## config.mk

```make
export PLATFORM = sky130hd
export DESIGN_NAME = mvat_ctrl
export DESIGN_NICKNAME = d
export VERILOG_FILES = /design/src/hw/rtl/mvat_pkg.sv /design/src/hw/rtl/mvat_divider.sv /design/src/hw/rtl/mvat_ctrl.sv
export SDC_FILE = /design/constraint.sdc
export NUM_CORES = 1
export LEC_CHECK = 0
export BUFFER_PORTS_ARGS = -buffer_cell sky130_fd_sc_hd__clkbuf_2
export CAP_MARGIN = 20
export CORE_ASPECT_RATIO = 1.75
export CORE_MARGIN = 2
export CORE_UTILIZATION = 57
export CTS_CLUSTER_SIZE = 10
export DETAILED_ROUTE_END_ITERATION = 12
export PLACE_DENSITY = 0.79
export RECOVER_POWER = 50
export SLEW_MARGIN = 20
export SYNTH_ARGS = -nofsm -noshare
export SYNTH_HDL_FRONTEND = slang
export SYNTH_SLANG_ARGS = --single-unit
export TNS_END_PERCENT = 10
```

## constraint.sdc

```tcl
create_clock -name clk_i -period 11.6 [get_ports clk_i]
set_input_delay 0.58 -clock clk_i [delete_from_list [all_inputs] [get_ports clk_i]]
set_output_delay 0.58 -clock clk_i [all_outputs]
set_load 0.05 [all_outputs]
```

## src/hw/rtl/mvat_pkg.sv

```systemverilog
`timescale 1ns / 1ps

package mvat_pkg;

  localparam int TABLE_DEPTH = 64;
  localparam int ID_BITS     = 16;
  localparam int VAL_W       = 32;
  localparam int STAMP_W     = 32;
  localparam int DRAW_W      = 16;
  localparam int IDX_W       = $clog2(TABLE_DEPTH);
  localparam int CNT_W       = $clog2(TABLE_DEPTH + 1);
  localparam int KEY_W       = STAMP_W + IDX_W;

  typedef enum logic [2:0] {
    OP_INSERT = 3'd0,
    OP_SET    = 3'd1,
    OP_REMOVE = 3'd2,
    OP_PICK   = 3'd3,
    OP_CLEAR  = 3'd4
  } op_e;

  typedef enum logic [1:0] {
    ST_OK     = 2'd0,
    ST_FULL   = 2'd1,
    ST_ABSENT = 2'd2,
    ST_EMPTY  = 2'd3
  } status_e;

  typedef struct packed {
    logic [2:0]              op;
    logic [ID_BITS-1:0]      id;
    logic signed [VAL_W-1:0] val;
    logic [DRAW_W-1:0]       draw;
  } req_t;

  typedef struct packed {
    logic [1:0]         status;
    logic [ID_BITS-1:0] best_id;
    logic [CNT_W-1:0]   count;
  } res_t;

  // Write side of the slot store.
  typedef struct packed {
    logic                    set_used;
    logic                    clr_slot;
    logic                    clr_all;
    logic                    id_we;
    logic                    val_we;
    logic [IDX_W-1:0]        waddr;
    logic [ID_BITS-1:0]      wid;
    logic signed [VAL_W-1:0] wval;
    logic [STAMP_W-1:0]      wstamp;
  } store_cmd_t;

  // Registered read data of one slot.
  typedef struct packed {
    logic                    used;
    logic                    has;
    logic [ID_BITS-1:0]      id;
    logic signed [VAL_W-1:0] val;
    logic [STAMP_W-1:0]      stamp;
  } store_rd_t;

endpackage

```

## src/hw/rtl/mvat_divider.sv

```systemverilog
`timescale 1ns / 1ps

module mvat_divider
  import mvat_pkg::*;
(
  input  logic              clk_i,
  input  logic              rst_ni,
  input  logic              start_i,
  input  logic [DRAW_W-1:0] dividend_i,
  input  logic [CNT_W-1:0]  divisor_i,
  output logic              done_o,
  output logic [IDX_W-1:0]  rem_o
);

  localparam int STEP_W = $clog2(DRAW_W + 1);

  logic              busy_q, busy_d;
  logic [STEP_W-1:0] step_q, step_d;
  logic [DRAW_W-1:0] dd_q, dd_d;
  logic [CNT_W-1:0]  dv_q, dv_d;
  logic [CNT_W-1:0]  rem_q, rem_d;
  logic [CNT_W:0]    trial;

  // Restoring division, one dividend bit a cycle; only the remainder is kept.
  always_comb begin
    busy_d = busy_q;
    step_d = step_q;
    dd_d   = dd_q;
    dv_d   = dv_q;
    rem_d  = rem_q;
    done_o = 1'b0;
    trial  = {rem_q, dd_q[DRAW_W-1]};
    if (start_i) begin
      busy_d = 1'b1;
      step_d = '0;
      dd_d   = dividend_i;
      dv_d   = divisor_i;
      rem_d  = '0;
    end else if (busy_q) begin
      dd_d   = {dd_q[DRAW_W-2:0], 1'b0};
      step_d = step_q + STEP_W'(1);
      if (trial >= {1'b0, dv_q}) begin
        rem_d = CNT_W'(trial - {1'b0, dv_q});
      end else begin
        rem_d = CNT_W'(trial);
      end
      if (step_q == STEP_W'(DRAW_W - 1)) begin
        busy_d = 1'b0;
        done_o = 1'b1;
      end
    end
  end

  assign rem_o = rem_d[IDX_W-1:0];

  always_ff @(posedge clk_i or negedge rst_ni) begin
    if (!rst_ni) begin
      busy_q <= 1'b0;
      step_q <= '0;
    end else begin
      busy_q <= busy_d;
      step_q <= step_d;
    end
  end

  always_ff @(posedge clk_i) begin
    dd_q  <= dd_d;
    dv_q  <= dv_d;
    rem_q <= rem_d;
  end

endmodule

```

## src/hw/rtl/mvat_ctrl.sv

```systemverilog
`timescale 1ns / 1ps

module mvat_ctrl
  import mvat_pkg::*;
(
  input  logic             clk_i,
  input  logic             rst_ni,
  input  logic             req_valid_i,
  output logic             req_ready_o,
  input  req_t             req_i,
  output logic             res_valid_o,
  input  logic             res_ready_i,
  output res_t             res_o,
  output store_cmd_t       cmd_o,
  output logic [IDX_W-1:0] rd_addr_o,
  input  store_rd_t        rd_i
);

  typedef enum logic [7:0] {
    S_IDLE  = 8'b0000_0001,
    S_FIND  = 8'b0000_0010,
    S_VREAD = 8'b0000_0100,
    S_VCHK  = 8'b0000_1000,
    S_MIN   = 8'b0001_0000,
    S_DIV   = 8'b0010_0000,
    S_RANK  = 8'b0100_0000,
    S_DONE  = 8'b1000_0000
  } state_e;

  state_e state_q, state_d;
  req_t   req_q, req_d;
  logic [CNT_W-1:0]   iss_q, iss_d;
  logic               p_vld_q, p_vld_d;
  logic [IDX_W-1:0]   p_idx_q, p_idx_d;
  logic [CNT_W-1:0]   cnt_q, cnt_d;
  logic [STAMP_W-1:0] join_q, join_d;
  logic               found_q, found_d, free_q, free_d;
  logic [IDX_W-1:0]   slot_q, slot_d, fslot_q, fslot_d;
  logic               any_q, any_d;
  logic signed [VAL_W-1:0] min_q, min_d;
  logic [CNT_W-1:0]   ties_q, ties_d;
  logic [IDX_W-1:0]   pos_q, pos_d, rnd_q, rnd_d;
  logic               first_q, first_d, bfound_q, bfound_d;
  logic [KEY_W-1:0]   thr_q, thr_d, bkey_q, bkey_d;
  logic [ID_BITS-1:0] bid_q, bid_d, best_q, best_d;
  logic [1:0]         status_q, status_d;
  logic               div_go_q, div_go_d;
  logic               issuing, last, cand, div_start, div_done;
  logic [IDX_W-1:0]   div_rem;
  logic [KEY_W-1:0]   key;

  mvat_divider u_div (
    .clk_i      (clk_i),
    .rst_ni     (rst_ni),
    .start_i    (div_start),
    .dividend_i (req_q.draw),
    .divisor_i  (ties_q),
    .done_o     (div_done),
    .rem_o      (div_rem)
  );

  // The remainder unit is started from a register, in the cycle after the minimum walk ends.
  assign div_start = div_go_q;

  // Tie order key: larger age first, then lower slot.
  assign key     = {join_q - rd_i.stamp, ~p_idx_q};
  assign issuing = (iss_q < CNT_W'(TABLE_DEPTH));
  assign last    = p_vld_q && (p_idx_q == IDX_W'(TABLE_DEPTH - 1));
  assign cand    = rd_i.used && rd_i.has && (rd_i.val == min_q) &&
                   (first_q || (key < thr_q));

  assign req_ready_o = (state_q == S_IDLE);
  assign res_valid_o = (state_q == S_DONE);
  assign res_o       = '{status: status_q, best_id: best_q, count: cnt_q};

  always_comb begin
    state_d   = state_q;
    req_d     = req_q;
    iss_d     = iss_q;
    p_vld_d   = 1'b0;
    p_idx_d   = iss_q[IDX_W-1:0];
    cnt_d     = cnt_q;
    join_d    = join_q;
    found_d   = found_q;
    free_d    = free_q;
    slot_d    = slot_q;
    fslot_d   = fslot_q;
    any_d     = any_q;
    min_d     = min_q;
    ties_d    = ties_q;
    pos_d     = pos_q;
    rnd_d     = rnd_q;
    first_d   = first_q;
    bfound_d  = bfound_q;
    thr_d     = thr_q;
    bkey_d    = bkey_q;
    bid_d     = bid_q;
    best_d    = best_q;
    status_d  = status_q;
    div_go_d  = 1'b0;
    cmd_o     = '0;
    rd_addr_o = iss_q[IDX_W-1:0];

    if ((state_q == S_FIND || state_q == S_MIN || state_q == S_RANK) && issuing) begin
      iss_d   = iss_q + CNT_W'(1);
      p_vld_d = 1'b1;
    end

    unique case (state_q)
      S_IDLE: begin
        if (req_valid_i) begin
          req_d    = req_i;
          iss_d    = '0;
          found_d  = 1'b0;
          free_d   = 1'b0;
          any_d    = 1'b0;
          status_d = ST_OK;
          best_d   = '0;
          unique case (op_e'(req_i.op))
            OP_INSERT, OP_SET, OP_REMOVE: state_d = S_FIND;
            OP_PICK: state_d = S_MIN;
            OP_CLEAR: begin
              cmd_o.clr_all = 1'b1;
              join_d        = '0;
              cnt_d         = '0;
              state_d       = S_DONE;
            end
            default: state_d = S_DONE;
          endcase
        end
      end

      S_FIND: begin
        if (p_vld_q) begin
          if (rd_i.used && rd_i.id == req_q.id && !found_q) begin
            found_d = 1'b1;
            slot_d  = p_idx_q;
          end
          if (!rd_i.used && !free_q) begin
            free_d  = 1'b1;
            fslot_d = p_idx_q;
          end
        end
        if (last) begin
          state_d     = S_DONE;
          cmd_o.wid   = req_q.id;
          cmd_o.waddr = fslot_d;
          if (op_e'(req_q.op) == OP_REMOVE) begin
            if (found_d) begin
              cmd_o.clr_slot = 1'b1;
              cmd_o.waddr    = slot_d;
              cnt_d          = cnt_q - CNT_W'(1);
            end else begin
              status_d = ST_ABSENT;
            end
          end else if (!found_d) begin
            if (free_d) begin
              cmd_o.set_used = 1'b1;
              cmd_o.id_we    = 1'b1;
              cnt_d          = cnt_q + CNT_W'(1);
              slot_d         = fslot_d;
              if (op_e'(req_q.op) == OP_SET) begin
                state_d = S_VREAD;
              end
            end else begin
              status_d = ST_FULL;
            end
          end else if (op_e'(req_q.op) == OP_SET) begin
            state_d = S_VREAD;
          end
        end
      end

      S_VREAD: begin
        rd_addr_o = slot_q;
        state_d   = S_VCHK;
      end

      S_VCHK: begin
        // A value equal to the stored one keeps the entry's place in the tie order.
        if (!rd_i.has || rd_i.val != req_q.val) begin
          cmd_o.val_we = 1'b1;
          cmd_o.waddr  = slot_q;
          cmd_o.wval   = req_q.val;
          cmd_o.wstamp = join_q;
          join_d       = join_q + STAMP_W'(1);
        end
        state_d = S_DONE;
      end

      S_MIN: begin
        if (p_vld_q && rd_i.used && rd_i.has) begin
          if (!any_q || rd_i.val < min_q) begin
            min_d  = rd_i.val;
            ties_d = CNT_W'(1);
            any_d  = 1'b1;
          end else if (rd_i.val == min_q) begin
            ties_d = ties_q + CNT_W'(1);
          end
        end
        if (last) begin
          if (!any_d) begin
            status_d = ST_EMPTY;
            state_d  = S_DONE;
          end else begin
            div_go_d = 1'b1;
            state_d  = S_DIV;
          end
        end
      end

      S_DIV: begin
        if (div_done) begin
          pos_d    = div_rem;
          iss_d    = '0;
          rnd_d    = '0;
          first_d  = 1'b1;
          bfound_d = 1'b0;
          state_d  = S_RANK;
        end
      end

      S_RANK: begin
        // Each pass finds the next entry in the tie order below the last one found.
        if (p_vld_q && cand && (!bfound_q || key > bkey_q)) begin
          bkey_d   = key;
          bid_d    = rd_i.id;
          bfound_d = 1'b1;
        end
        if (last) begin
          if (rnd_q == pos_q) begin
            best_d  = bid_d;
            state_d = S_DONE;
          end else begin
            thr_d    = bkey_d;
            first_d  = 1'b0;
            bfound_d = 1'b0;
            rnd_d    = rnd_q + IDX_W'(1);
            iss_d    = '0;
          end
        end
      end

      S_DONE: begin
        if (res_ready_i) begin
          state_d = S_IDLE;
        end
      end

      default: state_d = S_IDLE;
    endcase
  end

  always_ff @(posedge clk_i or negedge rst_ni) begin
    if (!rst_ni) begin
      state_q  <= S_IDLE;
      iss_q    <= '0;
      p_vld_q  <= 1'b0;
      cnt_q    <= '0;
      join_q   <= '0;
      div_go_q <= 1'b0;
    end else begin
      state_q  <= state_d;
      iss_q    <= iss_d;
      p_vld_q  <= p_vld_d;
      cnt_q    <= cnt_d;
      join_q   <= join_d;
      div_go_q <= div_go_d;
    end
  end

  always_ff @(posedge clk_i) begin
    req_q    <= req_d;
    p_idx_q  <= p_idx_d;
    found_q  <= found_d;
    free_q   <= free_d;
    slot_q   <= slot_d;
    fslot_q  <= fslot_d;
    any_q    <= any_d;
    min_q    <= min_d;
    ties_q   <= ties_d;
    pos_q    <= pos_d;
    rnd_q    <= rnd_d;
    first_q  <= first_d;
    bfound_q <= bfound_d;
    thr_q    <= thr_d;
    bkey_q   <= bkey_d;
    bid_q    <= bid_d;
    best_q   <= best_d;
    status_q <= status_d;
  end

endmodule

```

# Yosys cells after proc, flatten, opt, wreduce, memory -nomap -nowiden
# Cells that the tools add are included.
totals:
  input_bits: 153
  word_cells: 254
  ff_bits: 343
classes:
  bitwise_logic: 2
  n_eq_ne: 36
  n_mux: 121
  n_addsub: 9
  reduce_logical: 48
  magnitude_cmp: 5
ops:
  columns: ["operator", "n"]
  rows:
  - ["2-to-1 mux 64 bit", 2]
  - ["2-to-1 mux 16 bit", 7]
  - ["2-to-1 mux 7 bit", 15]
  - ["2-to-1 mux 32 bit", 3]
  - ["2-to-1 mux 6 bit", 16]
  - ["2-to-1 mux 8 bit", 12]
  - ["case mux 32 bit (2 select lines)", 1]
  - ["case mux 8 bit (8 select lines)", 1]
  - ["> comparator 38 bit", 1]
  - ["less-than comparator 38 bit", 1]
  - ["2-to-1 mux 1 bit", 38]
  - ["2-to-1 mux 38 bit", 1]
  - ["adder 32 x 1 -> 32 bit (second input constant)", 1]
  - ["equality test 32 bit", 1]
  - ["less-than comparator 32 bit", 1]
  - ["!= test 32 bit", 1]
  - ["case mux 16 bit (2 select lines)", 1]
  - ["subtractor 32 bit", 1]
  - ["case mux 6 bit (2 select lines)", 2]
  - ["2-to-1 mux 22 bit", 1]
  - ["adder 7 x 1 -> 7 bit (second input constant)", 3]
  - ["case mux 7 bit (3 select lines)", 1]
  - ["AND reduction 7 bit", 3]
  - ["2-to-1 mux 2 bit", 10]
  - ["43 further kinds", 97]

# Depth between registers and ports, before layout
depth:
  depth_word: 10
  mapped_depth: 21

# Modules after synthesis
# From an unflattened synthesis, not the netlist that was laid out.
hier_totals:
  hier_cells: 1734
  area_unflattened_um2: 19292.3
modules_own_cells:
  columns: ["mod", "instances", "area_each_um2", "cells_each"]
  rows:
  - ["mvat_ctrl", 1, 17505.5, 1590]
  - ["mvat_divider", 1, 1786.7, 144]

# Least setup slack after synthesis
# OpenSTA, ideal clock, no wires.
synth_timing:
  path_type: "in2reg"
  from: "input port rd_i[57] (netlist name)"
  to: "register min_q[0] (enable)"
  arrival_time_ps: 4293
  t_required_ps: 11130
  setup_time_ps: 470
  path_slack_ps: 6837
  stages: 8
  n_path_buf: 0
  path_cell_list: "ha_1 a21oi_1 nor2_1 a2111oi_0 nor2_1 o31ai_1 a31oi_1 a211oi_1"
synth_via:
  elab_chain_cells: 3
synth_rtl:
  columns: ["element", "line_no", "rtl"]
  rows:
  - ["start, declared", "mvat_ctrl.sv:16", "input store_rd_t rd_i"]
  - ["less-than comparator 32 bit", "mvat_ctrl.sv:193", "if (!any_q || rd_i.val < min_q) begin"]
  - ["logical OR 1 bit", "mvat_ctrl.sv:193", null]
  - ["AND reduction 3 bit (no line)", null, null]
  - ["end signal, assigned", "mvat_ctrl.sv:280", "min_q <= min_d;"]
  - ["end, declared", "mvat_ctrl.sv:40", "logic signed [VAL_W-1:0] min_q, min_d;"]
# No other way between the ends.
# A chain may end at the register's enable or synchronous reset.

# Worst setup path after layout
layout_timing:
  from: "register join_q[0]"
  to: "register best_q[3] (data pin)"
layout_via:
  elab_chain_cells: 10
  word_cells_on_any_way: 12
layout_rtl:
  columns: ["element", "line_no", "rtl"]
  rows:
  - ["start, declared", "mvat_ctrl.sv:36", "logic [STAMP_W-1:0] join_q, join_d;"]
  - ["start signal, assigned", "mvat_ctrl.sv:267", "join_q <= join_d;"]
  - ["subtractor 32 bit (*)", "mvat_ctrl.sv:66", "assign key = {join_q - rd_i.stamp, ~p_idx_q};"]
  - ["less-than comparator 38 bit", "mvat_ctrl.sv:70", "(first_q || (key < thr_q));"]
  - ["logical OR 1 bit", "mvat_ctrl.sv:70", null]
  - ["logical AND 1 bit", "mvat_ctrl.sv:69", "assign cand = rd_i.used && rd_i.has && (rd_i.val == min_q) &&"]
  - ["logical AND 1 bit", "mvat_ctrl.sv:225", "if (p_vld_q && cand && (!bfound_q || key > bkey_q)) begin"]
  - ["logical AND 1 bit (*)", "mvat_ctrl.sv:225", null]
  - ["2-to-1 mux 16 bit (*)", "mvat_ctrl.sv:225", null]
  - ["2-to-1 mux 16 bit (*)", "mvat_ctrl.sv:231", "if (rnd_q == pos_q) begin"]
  - ["2-to-1 mux 16 bit (*)", "mvat_ctrl.sv:230", "if (last) begin"]
  - ["case mux 16 bit (2 select lines) (*)", "mvat_ctrl.sv:109", "unique case (state_q)"]
  - ["end signal, assigned", "mvat_ctrl.sv:289", "best_q <= best_d;"]
  - ["end, declared", "mvat_ctrl.sv:45", "logic [ID_BITS-1:0] bid_q, bid_d, best_q, best_d;"]
# Every way passes the cells marked *; elsewhere a longest branch is shown, timed or not. The select of a mux whose other input is x is not followed.

==> flow_summary.yaml <==
clock_network:
  ctsHoldBuffers: 0
  cts_buffers: 40
  clk_path_buf_depth: 3
  postCtsSetupBuffers: 0
  cts_sinks: 343
  cts_max_level: 2
  clkLatencyLatePin_ps: 550
  clk_pin_slew_ps: 60
  clock_tree.root_cell: "clkbuf_16"
  cts_tree: "built"
  post_cts_resized: 0
floorplanning:
  start_util: 0.578
  die_h_um: 248
  num_rows: 89
  core_area_mm2: 0.0336
  die_area_mm2: 0.0357
  ios: 277
  die_x_um: 144
timing:
  rsz0062_at_grt: "no"
  period_needed_ps: 6150
  maxSlewHeadroom: -1.47
  worst_slack_ps: 5450
  timing.final.crit_share: 0.530
  worstMarginPinSlew_ps: 3700
  maxSlewViolCount: 276
  fin_tns_setup_ps: 0
  setup_viol: 0
  fmax_ghz: 0.163
  final-hold-violation-count: 0
  clock-skew-final_ps: 24.7
  holdWs_ps: 204
synthesis:
  synthAdderAreaFrac: 0.104
  ys_seq_elements: 343
  synth-edff-count: 268
  synth_top_family_by_area: "simple AND/OR/NAND/NOR gates"
  synthMuxAreaShare: 0.0421
  synth_area_leader_cell: "edfxtp_1"
  synthXorXnorAreaFrac: 0.0523
  synth.avg_cell_area_um2: 10.8
  synth-simple-area-share: 0.147
  ys.flop_type: "edfxtp_1"
  synth_top_area_share: 0.414
  synth_area_leaders: "edfxtp_1 (41%), ha_1 (10%), dfrtp_1 (7.9%)"
  syn-num-nets: 2116
  synthCells: 1804
  yosys_warnings: 0
  syn_area_mm2: 0.0194
  seq_area_frac_synth: 0.507
  synthArstFlopShare: 0.181
  synth_compound_area_frac: 0.0983
  synth.distinct_cells: 72
global_routing:
  track_usage: 0.268
  grt_overflow: 0
  grt_pass1_wl_um: 75200
  grt_start_max_net_pins: 77
  antenna_found_initial: 0
  grt_pass1_vias: 15500
outcome:
  outcome: "complete, but fails checks"
  violations: "capacitance limit, slew limit"
worst_hold_path:
  min_from: "req_i[50]"
  hold_path_depth: 1
  hold_path_end: "req_q[50]"
  hp-class: "in -> reg"
pwr:
  seq_power_share: 0.473
  internal_power_mw: 2.31
  p_clk_frac: 0.348
  ir_worst_vdd_v: 0.000158
  switching_share: 0.302
  power.density_mw_per_mm2: 147
  p_sw_mw: 0.997
  pwr-share-comb: 0.179
  p_leak_nw: 9.62
layout:
  area_delta_synth_final_pct: 15.2
  fin_nets: 2407
  final_cells: 2582
  drive_gt1_frac: 0.142
  n_fill_cell: 2671
  mostFrequentLayoutCell: "edfxtp_1"
  n_antenna_cell: 0
  final_cell_mix: "edfxtp_1 (268), clkbuf_2 (213), inv_1 (200)"
routing:
  dr.pass1.iters: 5
  route.antenna.remaining_nets: 0
  drc: 0
  wl_per_cell_um: 18.4
  num_vias: 14700
  drtIter0Drc: 865
  drt_wl_total_um: 47600
  vias_per_cell: 5.71
worst_setup_path:
  reg2reg_from: "join_q[0]"
  cp.buffers_inverters: 2
  start_kind: "flip-flop"
  crit_required_ps: 11900
  arrival_ps: 6450
  cp_cell_sequence: "inv_1, ha_1, fa_1, nand2b_1, a21oi_1, o211ai_1, a2bb2oi_1, a211oi_1, o22ai_1, xnor2_1, ha_1, nand4_1, nor4_1, a22oi_1, nand3_1, o211ai_1, and2b_2, buf_4, mux2_1, and2_1"
  ff2ff_path_depth: 20
  critPathTopFamily: "compound AO/OA/AOI/OAI gates"
  slowest_delay_ps: 670
  rr_endpoint: "best_q[3]"
  cp.depth: 20
  path_class: "reg -> reg"
  cp-end-kind: "flip-flop"
  r2r_setup_slack_ps: 5450
  path_max_fanout: 76
  slowest_stage: "buf_4"
placement:
  io_buffer_count: 276
  dp_hpwl_um: 35800
  dp.cells: 2508
  place.gp.congestion: 0.925
  place_ws_ps: 5300
flow_run:
  cap_violations: 5
registers in the layout (all words and copies together), names as in the netlist, 7 cells and up:
name / cells
u_div.dd_q: 16
bkey_q: 38
ties_q: 7
iss_q: 7
req_q: 67
u_div.rem_q: 7
u_div.dv_q: 7
state_q: 8
join_q: 32
cnt_q: 7
thr_q: 38
bid_q: 16
min_q: 32
best_q: 16
cell usage after synthesis, types with 43 or more instances:
| master | instances |
|---|---|
| inv_1 | 199 |
| edfxtp_1 | 268 |
| ha_1 | 156 |
| dfrtp_1 | 61 |
| nor2_1 | 101 |
| nand3_1 | 43 |
| a21oi_1 | 105 |
| xnor2_1 | 43 |
| nand2_1 | 129 |
| o21ai_1 | 62 |
| xor2_1 | 73 |
| and2_1 | 78 |
per-layer routing:
| metal | share of wire | vias to the layer above | track usage | routed length [um] |
|---|---|---|---|---|
| met5 | 0 | - | 0 | 0 |
| met4 | 0.055 | 0 | 0.141 | 2640 |
| met3 | 0.052 | 170 | 0.0438 | 2460 |
| met2 | 0.54 | 492 | 0.520 | 25900 |
| met1 | 0.35 | 7019 | 0.269 | 16700 |
| li1 | - | 7068 | - | - |
metrics by stage:
| stage | power [mW] | util | area (um2) |
|---|---|---|---|
| floorplan | 1.98 | - | 19400 |
| global placement | 2.16 | 0.635 | 21300 |
| detailed placement | 2.18 | 0.635 | 21300 |
| CTS | 3.33 | 0.669 | 22500 |
| global route | 3.43 | 0.666 | 22400 |
| finish | 3.30 | 0.666 | 22400 |
kinds of logic after synthesis:
kind of cell	after synthesis
multiplexers	76
buffers and inverters	244
adder cells (fa/ha/maj)	159
AND/OR/NAND/NOR	548
flip-flops	343
XOR/XNOR	116
AO/OA/AOI/OAI	318
power by group through the flow:
| stage | registers, mW | clock network [mW] | logic, mW |
|---|---|---|---|
| after floorplan | 1.65 | 0 | 0.329 |
| after global placement | 1.57 | 0 | 0.587 |
| after detailed placement | 1.58 | 0 | 0.600 |
| after CTS | 1.56 | 1.16 | 0.606 |
| after global routing | 1.58 | 1.21 | 0.641 |
| final | 1.56 | 1.15 | 0.590 |
final cells by class:
| type | count | area [um2] | area share |
|---|---|---|---|
| Multi-Input combinational cell | 1217 | 8650 | 0.386 |
| Inverter | 202 | 758 | 0.0339 |
| Timing Repair Buffer | 291 | 1390 | 0.0622 |
| Clock inverter | 5 | 53.8 | 0.00240 |
| Clock buffer | 69 | 1110 | 0.0496 |
| Tap cell | 455 | 569 | 0.0254 |
| Sequential cell | 343 | 9860 | 0.440 |
worst max-delay path by stage:
stage	end	start	slack [ps]
6_report	best_q[3]	join_q[0]	5450
3_5_place_dp	best_q[2]	rd_i[0]	5300
5_1_grt	best_q[3]	join_q[0]	5120
2_1_floorplan	min_q[0]	rd_i[57]	6840
4_1_cts	best_q[3]	join_q[0]	5500
3_3_place_gp	best_q[1]	rd_i[0]	5490
(Power assumes the default switching activity.)
